**config.mk**
```make
export PLATFORM = sky130hd
export DESIGN_NAME = square_and_double_square_range_count_core
export DESIGN_NICKNAME = d
export VERILOG_FILES = /design/src/sdsr_pkg.sv /design/src/sdsr_ctrl.sv /design/src/sdsr_dpath.sv /design/src/square_and_double_square_range_count_core.sv
export SDC_FILE = /design/constraint.sdc
export NUM_CORES = 1
export LEC_CHECK = 0
export ABC_AREA = 1
export BUFFER_PORTS_ARGS = -buffer_cell sky130_fd_sc_hd__buf_4
export CORE_MARGIN = 5
export CORE_UTILIZATION = 35
export CTS_CLUSTER_DIAMETER = 60
export DETAILED_ROUTE_END_ITERATION = 7
export GPL_TIMING_DRIVEN = 0
export PLACE_DENSITY_LB_ADDON = 0.12
export REMOVE_ABC_BUFFERS = 1
export SLEW_MARGIN = 20
export SYNTH_ARGS = -nofsm -noshare
export SYNTH_HDL_FRONTEND = slang
export SYNTH_SLANG_ARGS = --single-unit
```
**constraint.sdc**
```tcl
create_clock -name clk -period 6.2 [get_ports clk]
set_input_delay 0.31 -clock clk [delete_from_list [all_inputs] [get_ports clk]]
set_output_delay 0.31 -clock clk [all_outputs]
set_load 0.005 [all_outputs]
```
**src/sdsr_pkg.sv**
```systemverilog
// ----------------------------------------------------------------------------
// sdsr_pkg
// Shared types and constants of the square and twice-square range counter.
// ----------------------------------------------------------------------------
package sdsr_pkg;

  // result fields
  localparam int COUNT_W = 21;
  localparam int OUT_W   = 24;

  // operand selection for the shared root unit
  localparam logic [1:0] OP_HI      = 2'd0;
  localparam logic [1:0] OP_HI_HALF = 2'd1;
  localparam logic [1:0] OP_LO      = 2'd2;
  localparam logic [1:0] OP_LO_HALF = 2'd3;

  // controller to datapath commands
  typedef struct packed {
    logic       capture;
    logic       load;
    logic [1:0] op_sel;
    logic       step;
    logic       accum;
    logic       acc_sub;
    logic       out_load;
  } sdsr_cmd_t;

  // datapath to controller status
  typedef struct packed {
    logic range_err;
  } sdsr_status_t;

endpackage

```
**src/sdsr_ctrl.sv**
```systemverilog
// ----------------------------------------------------------------------------
// sdsr_ctrl
// Sequencer: captures a transaction, runs four roots through the shared
// unit unless the range is invalid, and hands the result to the output register.
// ----------------------------------------------------------------------------
module sdsr_ctrl #(
  parameter int ROOT_BITS = 20
) (
  input  logic                  clk,
  input  logic                  rst_n,
  input  logic                  in_tvalid,
  output logic                  in_tready,
  output logic                  out_tvalid,
  input  logic                  out_tready,
  output sdsr_pkg::sdsr_cmd_t    cmd,
  input  sdsr_pkg::sdsr_status_t status
);
  import sdsr_pkg::*;

  localparam int CNT_W = (ROOT_BITS > 1) ? $clog2(ROOT_BITS) : 1;

  localparam logic [2:0] ST_IDLE  = 3'd0;
  localparam logic [2:0] ST_CHECK = 3'd1;
  localparam logic [2:0] ST_ROOT  = 3'd2;
  localparam logic [2:0] ST_ACC   = 3'd3;
  localparam logic [2:0] ST_DONE  = 3'd4;

  logic [2:0]       state_r, state_nxt;
  logic [CNT_W-1:0] cnt_r, cnt_nxt;
  logic [1:0]       op_r, op_nxt;
  logic             out_valid_r, out_valid_nxt;

  assign in_tready  = (state_r == ST_IDLE);
  assign out_tvalid = out_valid_r;

  always_comb begin
    state_nxt     = state_r;
    cnt_nxt       = cnt_r;
    op_nxt        = op_r;
    out_valid_nxt = out_valid_r;
    cmd           = '0;
    cmd.op_sel    = op_r;
    if (out_valid_r && out_tready) begin
      out_valid_nxt = 1'b0;
    end
    case (state_r)
      ST_IDLE: begin
        if (in_tvalid) begin
          cmd.capture = 1'b1;
          state_nxt   = ST_CHECK;
        end
      end
      ST_CHECK: begin
        if (status.range_err) begin
          state_nxt = ST_DONE;
        end else begin
          cmd.load   = 1'b1;
          cmd.op_sel = OP_HI;
          op_nxt     = OP_HI;
          cnt_nxt    = CNT_W'(ROOT_BITS - 1);
          state_nxt  = ST_ROOT;
        end
      end
      ST_ROOT: begin
        cmd.step = 1'b1;
        if (cnt_r == '0) begin
          state_nxt = ST_ACC;
        end else begin
          cnt_nxt = cnt_r - 1'b1;
        end
      end
      ST_ACC: begin
        cmd.accum   = 1'b1;
        // roots of the low bound are taken away
        cmd.acc_sub = (op_r inside {OP_LO, OP_LO_HALF});
        if (op_r == OP_LO_HALF) begin
          state_nxt = ST_DONE;
        end else begin
          // next operand loads while this root is folded in
          cmd.load   = 1'b1;
          cmd.op_sel = op_r + 2'd1;
          op_nxt     = op_r + 2'd1;
          cnt_nxt    = CNT_W'(ROOT_BITS - 1);
          state_nxt  = ST_ROOT;
        end
      end
      ST_DONE: begin
        if (!out_valid_r || out_tready) begin
          cmd.out_load  = 1'b1;
          out_valid_nxt = 1'b1;
          state_nxt     = ST_IDLE;
        end
      end
      default: begin
        state_nxt = ST_IDLE;
      end
    endcase
  end

  always_ff @(posedge clk) begin
    if (!rst_n) begin
      state_r     <= ST_IDLE;
      cnt_r       <= '0;
      op_r        <= OP_HI;
      out_valid_r <= 1'b0;
    end else begin
      state_r     <= state_nxt;
      cnt_r       <= cnt_nxt;
      op_r        <= op_nxt;
      out_valid_r <= out_valid_nxt;
    end
  end

endmodule

```
**src/sdsr_dpath.sv**
```systemverilog
// ----------------------------------------------------------------------------
// sdsr_dpath
// Bound registers, one digit-by-digit square root unit (one root bit per
// cycle), add/subtract accumulator and output register.
// ----------------------------------------------------------------------------
module sdsr_dpath #(
  parameter int VALUE_BITS = 40
) (
  input  logic                   clk,
  input  logic [VALUE_BITS-1:0]  range_low,
  input  logic [VALUE_BITS-1:0]  range_high,
  input  sdsr_pkg::sdsr_cmd_t     cmd,
  output sdsr_pkg::sdsr_status_t  status,
  output logic [sdsr_pkg::COUNT_W-1:0] count,
  output logic                   range_error
);
  import sdsr_pkg::*;

  localparam int RB    = (VALUE_BITS + 1) / 2;
  localparam int X_W   = 2 * RB;
  localparam int RW    = RB + 2;
  localparam int ACC_W = (RB + 1 > COUNT_W) ? RB + 1 : COUNT_W;

  logic [VALUE_BITS-1:0] hi_r, lo_m1_r;
  logic                  err_r;
  logic [X_W-1:0]        x_r;
  logic [RW-1:0]         rem_r;
  logic [RB-1:0]         q_r;
  logic [ACC_W-1:0]      acc_r;
  logic [COUNT_W-1:0]    out_count_r;
  logic                  out_err_r;

  logic [VALUE_BITS-1:0] operand;
  logic [RW-1:0]         rem_sh, trial;
  logic                  ge;
  logic [ACC_W-1:0]      q_ext;

  always_comb begin
    case (cmd.op_sel)
      OP_HI:      operand = hi_r;
      OP_HI_HALF: operand = hi_r >> 1;
      OP_LO:      operand = lo_m1_r;
      OP_LO_HALF: operand = lo_m1_r >> 1;
      default:    operand = hi_r;
    endcase
  end

  // bring down the next two operand bits and try a one in this root bit
  assign rem_sh = {rem_r[RW-3:0], x_r[X_W-1 -: 2]};
  assign trial  = {q_r, 2'b01};
  assign ge     = (rem_sh >= trial);
  assign q_ext  = ACC_W'(q_r);

  always_ff @(posedge clk) begin
    if (cmd.capture) begin
      hi_r    <= range_high;
      lo_m1_r <= range_low - 1'b1;
      err_r   <= (range_low == '0) || (range_low > range_high);
      acc_r   <= '0;
    end else if (cmd.accum) begin
      if (cmd.acc_sub) begin
        acc_r <= acc_r - q_ext;
      end else begin
        acc_r <= acc_r + q_ext;
      end
    end
    if (cmd.load) begin
      x_r   <= X_W'(operand);
      rem_r <= '0;
      q_r   <= '0;
    end else if (cmd.step) begin
      x_r   <= x_r << 2;
      rem_r <= ge ? (rem_sh - trial) : rem_sh;
      q_r   <= {q_r[RB-2:0], ge};
    end
    if (cmd.out_load) begin
      out_count_r <= acc_r[COUNT_W-1:0];
      out_err_r   <= err_r;
    end
  end

  assign status.range_err = err_r;
  assign count            = out_count_r;
  assign range_error      = out_err_r;

endmodule

```
**src/square_and_double_square_range_count_core.sv**
```systemverilog
// sequence: capture, then range check; an invalid range goes straight to the
//   output register, otherwise four roots of ROOT_BITS = (VALUE_BITS+1)/2 bits come first
// throughput: one transaction at a time; the shared
//   square root unit settles one root bit per cycle for each of four roots
// reset: synchronous active-low rst_n clears the sequencer and output valid
// ----------------------------------------------------------------------------
// square_and_double_square_range_count_core
// Counts squares and twice-squares in an inclusive range by four floor
// square roots on one shared unit.
// ----------------------------------------------------------------------------
module square_and_double_square_range_count_core #(
  parameter int VALUE_BITS = 40
) (
  input  logic                           clk,
  input  logic                           rst_n,
  input  logic                           in_tvalid,
  output logic                           in_tready,
  // range_low, range_high, zero fill to whole bytes
  input  logic [((2*VALUE_BITS+7)/8)*8-1:0] in_tdata,
  output logic                           out_tvalid,
  input  logic                           out_tready,
  // count[20:0], range_error[21], zero fill [23:22]
  output logic [sdsr_pkg::OUT_W-1:0]     out_tdata
);
  import sdsr_pkg::*;

  localparam int RB = (VALUE_BITS + 1) / 2;

  sdsr_cmd_t          cmd;
  sdsr_status_t       status;
  logic [COUNT_W-1:0] count;
  logic               range_error;

  sdsr_ctrl #(
    .ROOT_BITS(RB)
  ) u_ctrl (
    .clk       (clk),
    .rst_n     (rst_n),
    .in_tvalid (in_tvalid),
    .in_tready (in_tready),
    .out_tvalid(out_tvalid),
    .out_tready(out_tready),
    .cmd       (cmd),
    .status    (status)
  );

  sdsr_dpath #(
    .VALUE_BITS(VALUE_BITS)
  ) u_dpath (
    .clk        (clk),
    .range_low  (in_tdata[VALUE_BITS-1:0]),
    .range_high (in_tdata[2*VALUE_BITS-1:VALUE_BITS]),
    .cmd        (cmd),
    .status     (status),
    .count      (count),
    .range_error(range_error)
  );

  assign out_tdata = {{(OUT_W-COUNT_W-1){1'b0}}, range_error, count};

`ifndef ASSERT_OFF
  // an error result never carries a count
  a_err_zero: assert property (@(posedge clk) disable iff (!rst_n)
    out_tvalid && out_tdata[COUNT_W] |-> out_tdata[COUNT_W-1:0] == '0)
    else $error("error result with nonzero count");

  // one item in flight: no second accept right after one
  a_one_item: assert property (@(posedge clk) disable iff (!rst_n)
    in_tvalid && in_tready |=> !in_tready)
    else $error("input accepted twice in a row");

  // output register only reloads when empty or being drained
  a_out_free: assert property (@(posedge clk) disable iff (!rst_n)
    cmd.out_load |-> (!out_tvalid || out_tready))
    else $error("output register overwritten while stalled");
`endif

endmodule
```
==> results_dict.tcl, run 1 <==
set metrics [dict create \
    drt_first_pass_iters 5 \
    slew_violations 0 \
    cp-start-kind "flop" \
    fin_cells 2400 \
    required_ns 6.70 \
    grt_max_degree 61 \
    worstSkewPairLatency_ns 0.57 \
    cts_tree "yes" \
    clockRootBuffer "clkbuf_16" \
    cts.clk_slew.worst_paths_ns 0.06 \
    synth_area_mm2 0.0136 \
    post_drt_via_cell_ratio 4.89 \
    vias 11700 \
    worst_slack_ns 2.01 \
    worstMarginPinSlew_ns 1.03 \
    whs_ns 0.0602 \
    fin_worst_skew_ns 0.0115 \
    track_usage_pct 16.7 \
    synth_edf_count 143 \
    synth_top_cell_by_area "edfxtp_1" \
    cts_made_buffers 29 \
    cp-startpoint "u_ctrl.state_r[0]$_SDFFE_PN0P_" \
    synth_seq_cells 215 \
    io_pins 110 \
    dpl.cell_count 2304 \
    worstPathArrival_ns 4.69 \
    synth_top_area_share_pct 31.5 \
    seq_area_frac_synth_pct 42.0 \
    fp.dieW_um 207 \
    dpl_worst_slack_ns 1.98 \
    min-delay-start "out_tready" \
    netlist_instances 1718 \
    globalplace.congestion 0.851 \
    maxCapViolations 0 \
    synth.most_common_cell "nand2_1" \
    num_rows 72 \
    cts_sinks 215 \
    io_buffer_count 107 \
    h-tree-depth 1 \
    die_h_um 207 \
    synth_common_cells "nand2_1 (408), inv_1 (243), nor2_1 (187)" \
    core_area_mm2 0.0386 \
    drt_iter0_drc 645 \
    async_flop_share_pct 0 \
    floorplan.die_area_mm2 0.0430 \
    power.density_mw_per_mm2 374 \
    cts.path.max_buffers 3 \
    cts-resized-gates 0 \
    hp-class "in2reg" \
    fin_crit_ns 4.19 \
    p_leak_nw 7.21 \
    utilization_pct 42.2 \
    grt_pass1_wl_mm 59.3 \
    drt_wl_total_mm 37.2 \
    ant_nets 0 \
    status "finished, final reports clean" \
    crit_type "reg2reg" \
    rsz0062_at_grt "false" \
    avgSynthCellArea_um2 7.94 \
    grt_antenna_before_repair 0 \
    crit_path_end_kind "flop" \
    synth-main-ff-cell "edfxtp_1" \
    setup_tns_ns 0 \
    grt-ovfl-total 0 \
    drc 0 \
    fin_crit_sh_pct 67.6 \
    yosys-top-cells-area "edfxtp_1 (31%), nand2_1 (11%), dfxtp_1 (11%)" \
    r2r_start "u_ctrl.state_r[0]$_SDFFE_PN0P_" \
    hpwl_mm 28.5 \
    yosysUniqueCellTypes 49 \
    clock.fmax_mhz 239 \
    setup_viol 0 \
    grt_pass1_vias 11500 \
    start_util_pct 35.3 \
    num-fill-cells 3948 \
    hold_viol 0 \
    wl_per_cell_um 15.5 \
    vdd_ir_drop_max_mv 0.215 \
    syn_to_final_growth_pct 19.5 \
    synth_warnings 0 \
    num_antenna_cells 0 \
    relSlewSlack_pct 30.7 \
    finalNetCount 2034 \
    cp_max_fo 36 \
    layout-drive-gt1-share_pct 10.5 \
]
==> layout by cell type (no fill, tap or decap), types with 4 or more instances in the layout <==
cell,netlist,routed
a41oi_2,7,7
inv_1,243,242
clkinv_2,1,6
nor2_1,187,185
nand3_1,93,93
a41oi_1,24,24
o21ai_0,68,68
o211ai_1,4,4
a21oi_1,100,100
nor2_4,4,7
o22ai_1,19,19
xnor2_1,20,20
clkbuf_1,13,6
nor2_2,6,5
xor2_1,56,56
nor3_1,16,16
or2_2,5,5
nor4_1,7,7
clkbuf_16,0,29
nand2_1,408,408
nand3b_1,9,9
dlygate4sd3_1,0,42
nand2_2,4,4
dfxtp_1,72,72
clkinv_1,0,7
edfxtp_1,143,143
ha_1,90,90
a31oi_1,4,4
o21ai_1,9,9
nand4_1,31,31
o21bai_1,11,11
buf_4,9,107
==> worst max-delay path, cell delays in order, from the launching register on <==
cell     delay [ns]
dfxtp_1        0.38
inv_2          0.07
nor2_4         0.13
nand2_4        0.15
inv_2          0.46
o21ai_1        0.52
inv_1          0.40
nor2_1         0.09
xor2_1         0.16
ha_1           0.35
nand2_1        0.08
o21ai_0        0.43
nand2_1        0.16
nand3_1        0.16
nand2_1        0.09
nand3_1        0.08
nand3_1        0.14
nand2_1        0.11
nand2_1        0.05
nor2_1         0.10
==> timing repair <==
item / CTS / global route
hold buffers: 42 / 0
endpoints found under the hold margin: 43 / 0
setup endpoints to repair: 0 / 0
buffers inserted: 0 / 0
==> cell type report <==
class,count,area [um2],share of cell area [%]
tap,518,648,3.98
timing repair buffer,155,1360,8.33
clock buffer,35,748,4.59
clock inverter,19,145,0.890
sequential,215,5740,35.2
multi-input combinational,1209,6730,41.3
inverter,249,943,5.79
==> stage by stage <==
step / total power [mW] / cell area [um2]
after CTS: 6.18 / 16300
after detailed placement: 4.56 / 15000
after global placement: 4.53 / 14800
final: 6.10 / 16300
after global routing: 6.61 / 16300
after floorplan: 3.82 / 13400
==> final timing paths <==
| path | end | slack, ns | depth (start not counted) |
|---|---|---|---|
| max | u_dpath.acc_r[20]$_SDFFE_PP0N_ | 2.01 | 19 |
| min | u_ctrl.out_tvalid$_SDFF_PN0_ | 0.06 | 4 |
| max reg2reg | u_dpath.acc_r[20]$_SDFFE_PP0N_ | 2.01 | 19 |
| min reg2reg | u_dpath.count[20]$_DFFE_PP_ | 0.43 | 0 |
==> report_power, final <==
part	switching [mW]	leakage [nW]	internal (mW)	total [mW]
combinational	1.77	4.84	0.928	2.70
sequential	0.0987	1.94	1.75	1.85
clock	0.655	0.434	0.907	1.56
==> cell families (layout without fill, tap and decap cells) <==
family | count (synthesis) | after routing | synth area share [%]
buffers and inverters | 295 | 458 | 8.84
XOR/XNOR | 76 | 76 | 4.88
flip-flops | 215 | 215 | 42.0
adder cells (fa/ha/maj) | 91 | 91 | 8.40
other | 1 | 2 | 0.0275
AO/OA/AOI/OAI | 263 | 263 | 11.8
AND/OR/NAND/NOR | 777 | 777 | 24.1
==> registers in the layout (all words and copies together) (netlist names) <==
| signal | cells |
|---|---|
| u_dpath.hi_r | 40 |
| u_dpath.lo_m1_r | 40 |
| u_dpath.x_r | 40 |
| u_dpath.acc_r | 21 |
| u_dpath.count | 21 |
| u_dpath.q_r | 20 |
| u_dpath.rem_r | 20 |
| u_ctrl.cnt_r | 5 |
| u_ctrl.state_r | 3 |
| u_ctrl.op_r | 2 |
| u_ctrl.out_tvalid | 1 |
| u_dpath.range_error | 1 |
| u_dpath.status | 1 |
==> per-layer routing <==
metal	GRT usage (%)	part of all wire, %	up-vias
met1	21.3	45	5457
met4	3.76	2.1	0
met2	30.2	49	231
met5	0	0	-
met3	2.24	3.8	46
li1	-	-	5995
No activity file was read; power rests on OpenSTA's default activity.
==> run 2: changes to the inputs <==
clock period = 4.3 ns   (was 6.2 ns; I/O delays follow)
==> run 2 against run 1 <==
Against the previous run:
- clock-buffer cell count unchanged
- sequential share of layout area decreased by 0.72 points
- worst hold slack got worse by 0.013 ns
- die area stayed put
- utilization is 0.89 points higher
- global-route usage grew 0.14 points
- via count grew 0.90%
- largest cell class unchanged
==> results_dict.tcl, run 2 (synthesis results as in run 1) <==
set metrics [dict create \
    grt_max_degree 61 \
    cts_setup_buffers 0 \
    maxCapViolations 0 \
    cts_tree "yes" \
    syn_to_final_growth_pct 22.0 \
    io_buffer_count 107 \
    finalNetCount 2067 \
    cp_max_fo 36 \
    worstSkewPairLatency_ns 0.57 \
    p_leak_nw 7.35 \
    fin_crit_sh_pct 88.1 \
    ant_nets 0 \
    grt_antenna_before_repair 0 \
    clock.fmax_mhz 264 \
    num-fill-cells 3909 \
    multiInputGateArea_mm2 0.00674 \
    hold_viol 0 \
    setup_tns_ns 0 \
    drt_first_pass_iters 5 \
    grt_pass1_wl_mm 59.9 \
    start_util_pct 35.3 \
    wl_per_cell_um 15.4 \
    io_pins 110 \
    die_h_um 207 \
    final_cell_mix "nand2_1 (408), inv_1 (242), nor2_1 (185)" \
    num_antenna_cells 0 \
    cp_cell_sequence "nor2_4 -> nand2_4 -> clkinv_2 -> o21ai_4 -> inv_1 -> nor2_1 -> xor2_1 -> ha_1 -> nand2_1 -> o21ai_0 -> nand2_1 -> nand3_1 -> nand2_1 -> nand3_1 -> nand3_1 -> nand2_1 -> nand2_1 -> nor2_1" \
    cp-startpoint "u_ctrl.state_r[2]$_SDFFE_PN0P_" \
    reg.largest.list "u_dpath.hi_r (40), u_dpath.lo_m1_r (40), u_dpath.x_r (40)" \
    crit_path_frequent_cell "nand2_1" \
    required_ns 4.80 \
    crit_slowest_cell "dfxtp_1" \
    rsz0062_at_grt "false" \
    hpwl_mm 28.5 \
    crit_type "reg2reg" \
    clockRootBuffer "clkbuf_16" \
    drc 0 \
    globalplace.congestion 0.851 \
    layout_commonest_cell "nand2_1" \
    vdd_ir_drop_max_mv 0.312 \
    h-tree-depth 1 \
    grt_pass1_vias 11600 \
    cts.path.max_buffers 3 \
    layout-drive-gt1-share_pct 10.3 \
    cpPeakStageDelay_ns 0.43 \
    vias 11800 \
    setup_viol 0 \
    relSlewSlack_pct 37.7 \
    hp-class "in2reg" \
    cp-start-kind "flop" \
    status "finished, final reports clean" \
    cts_sinks 215 \
    drt_iter0_drc 636 \
    slew_violations 0 \
    r2r_start "u_ctrl.state_r[2]$_SDFFE_PN0P_" \
    cts.clk_slew.worst_paths_ns 0.06 \
    fin_worst_skew_ns 0.0116 \
    post_drt_via_cell_ratio 4.86 \
    register_area_mm2 0.00574 \
    drt_wl_total_mm 37.5 \
    crit_path_end_kind "flop" \
    num_rows 72 \
    cts_made_buffers 29 \
    min-delay-start "in_tdata[14]" \
    fin_crit_ns 3.79 \
    whs_ns 0.0474 \
    fp.dieW_um 207 \
    core_area_mm2 0.0386 \
    grt-ovfl-total 0 \
    power.density_mw_per_mm2 530 \
    worstMarginPinSlew_ns 0.931 \
    floorplan.die_area_mm2 0.0430 \
    track_usage_pct 16.9 \
    worstPathArrival_ns 4.29 \
]
run 2: cell types whose count changed in the layout (fill, tap and decap cells not counted), sizes merged:
| cell | previous run | this run |
|---|---|---|
| inv | 251 | 250 |
| dlygate4sd3 | 42 | 75 |
| clkinv | 14 | 15 |
run 2: per-stage QoR:
stage | instances | setup WS, ns | util [%] | instance area, um2 | total power, mW
after floorplan | 1673 | 1.17 | - | 13400 | 5.51
final | 2433 | 0.511 | 43.1 | 16600 | 8.83
after detailed placement | 2304 | 0.0780 | 38.8 | 15000 | 6.57
after global placement | 2298 | 0.0462 | 38.4 | 14800 | 6.53
after global routing | 2433 | 0.0136 | 43.1 | 16600 | 9.56
after CTS | 2433 | 0.0450 | 43.0 | 16600 | 8.94
run 2: worst paths after layout:
kind | endpoint | slack, ns | cells after the start
worst max-delay path | u_dpath.acc_r[20]$_SDFFE_PP0N_ | 0.51 | 18
worst min-delay path | u_dpath.lo_m1_r[14]$_DFFE_PP_ | 0.05 | 3
worst max register to register | u_dpath.acc_r[20]$_SDFFE_PP0N_ | 0.51 | 18
worst min register to register | u_dpath.count[20]$_DFFE_PP_ | 0.43 | 0
run 2: where the power goes:
group / switching (mW) / leakage, nW / internal [mW]
Sequential: 0.142 / 1.94 / 2.52
Combinational: 2.55 / 4.98 / 1.36
Clock: 0.946 / 0.434 / 1.31
Total: 3.64 / 7.35 / 5.19
run 2: area by class of cell:
type | count | share of cell area (%)
clock buffers | 35 | 4.49
clock inverters | 19 | 0.872
inverters | 249 | 5.67
multi-input cells | 1209 | 40.5
flip-flops and latches | 215 | 34.5
well taps | 518 | 3.89
repair buffers | 188 | 10.1
run 2: critical path, delay by kind of cell, from the launching register on:
family                     cells  cell delay [ns]
adders and majority gates      1             0.35
buffers and inverters          2             0.68
xor gates and xnor gates       1             0.09
DFF                            1             0.43
and+or+nand+nor               12             1.37
AOI/OAI and AO/OA              2             0.78
run 2: layer usage:
layer,up-vias,routed length [um],GRT usage [%]
li1,6061,-,-
met1,5501,16700,21.2
met2,227,18500,30.8
met3,46,1440,2.27
met4,0,816,3.88
met5,-,0,0
run 2: repair_timing:
| item | CTS | global route |
|---|---|---|
| endpoints found under the setup margin | 0 | 14 |
| hold buffers | 75 | 0 |
| hold endpoints to repair | 79 | 0 |
| resized for setup | 0 | 3 |
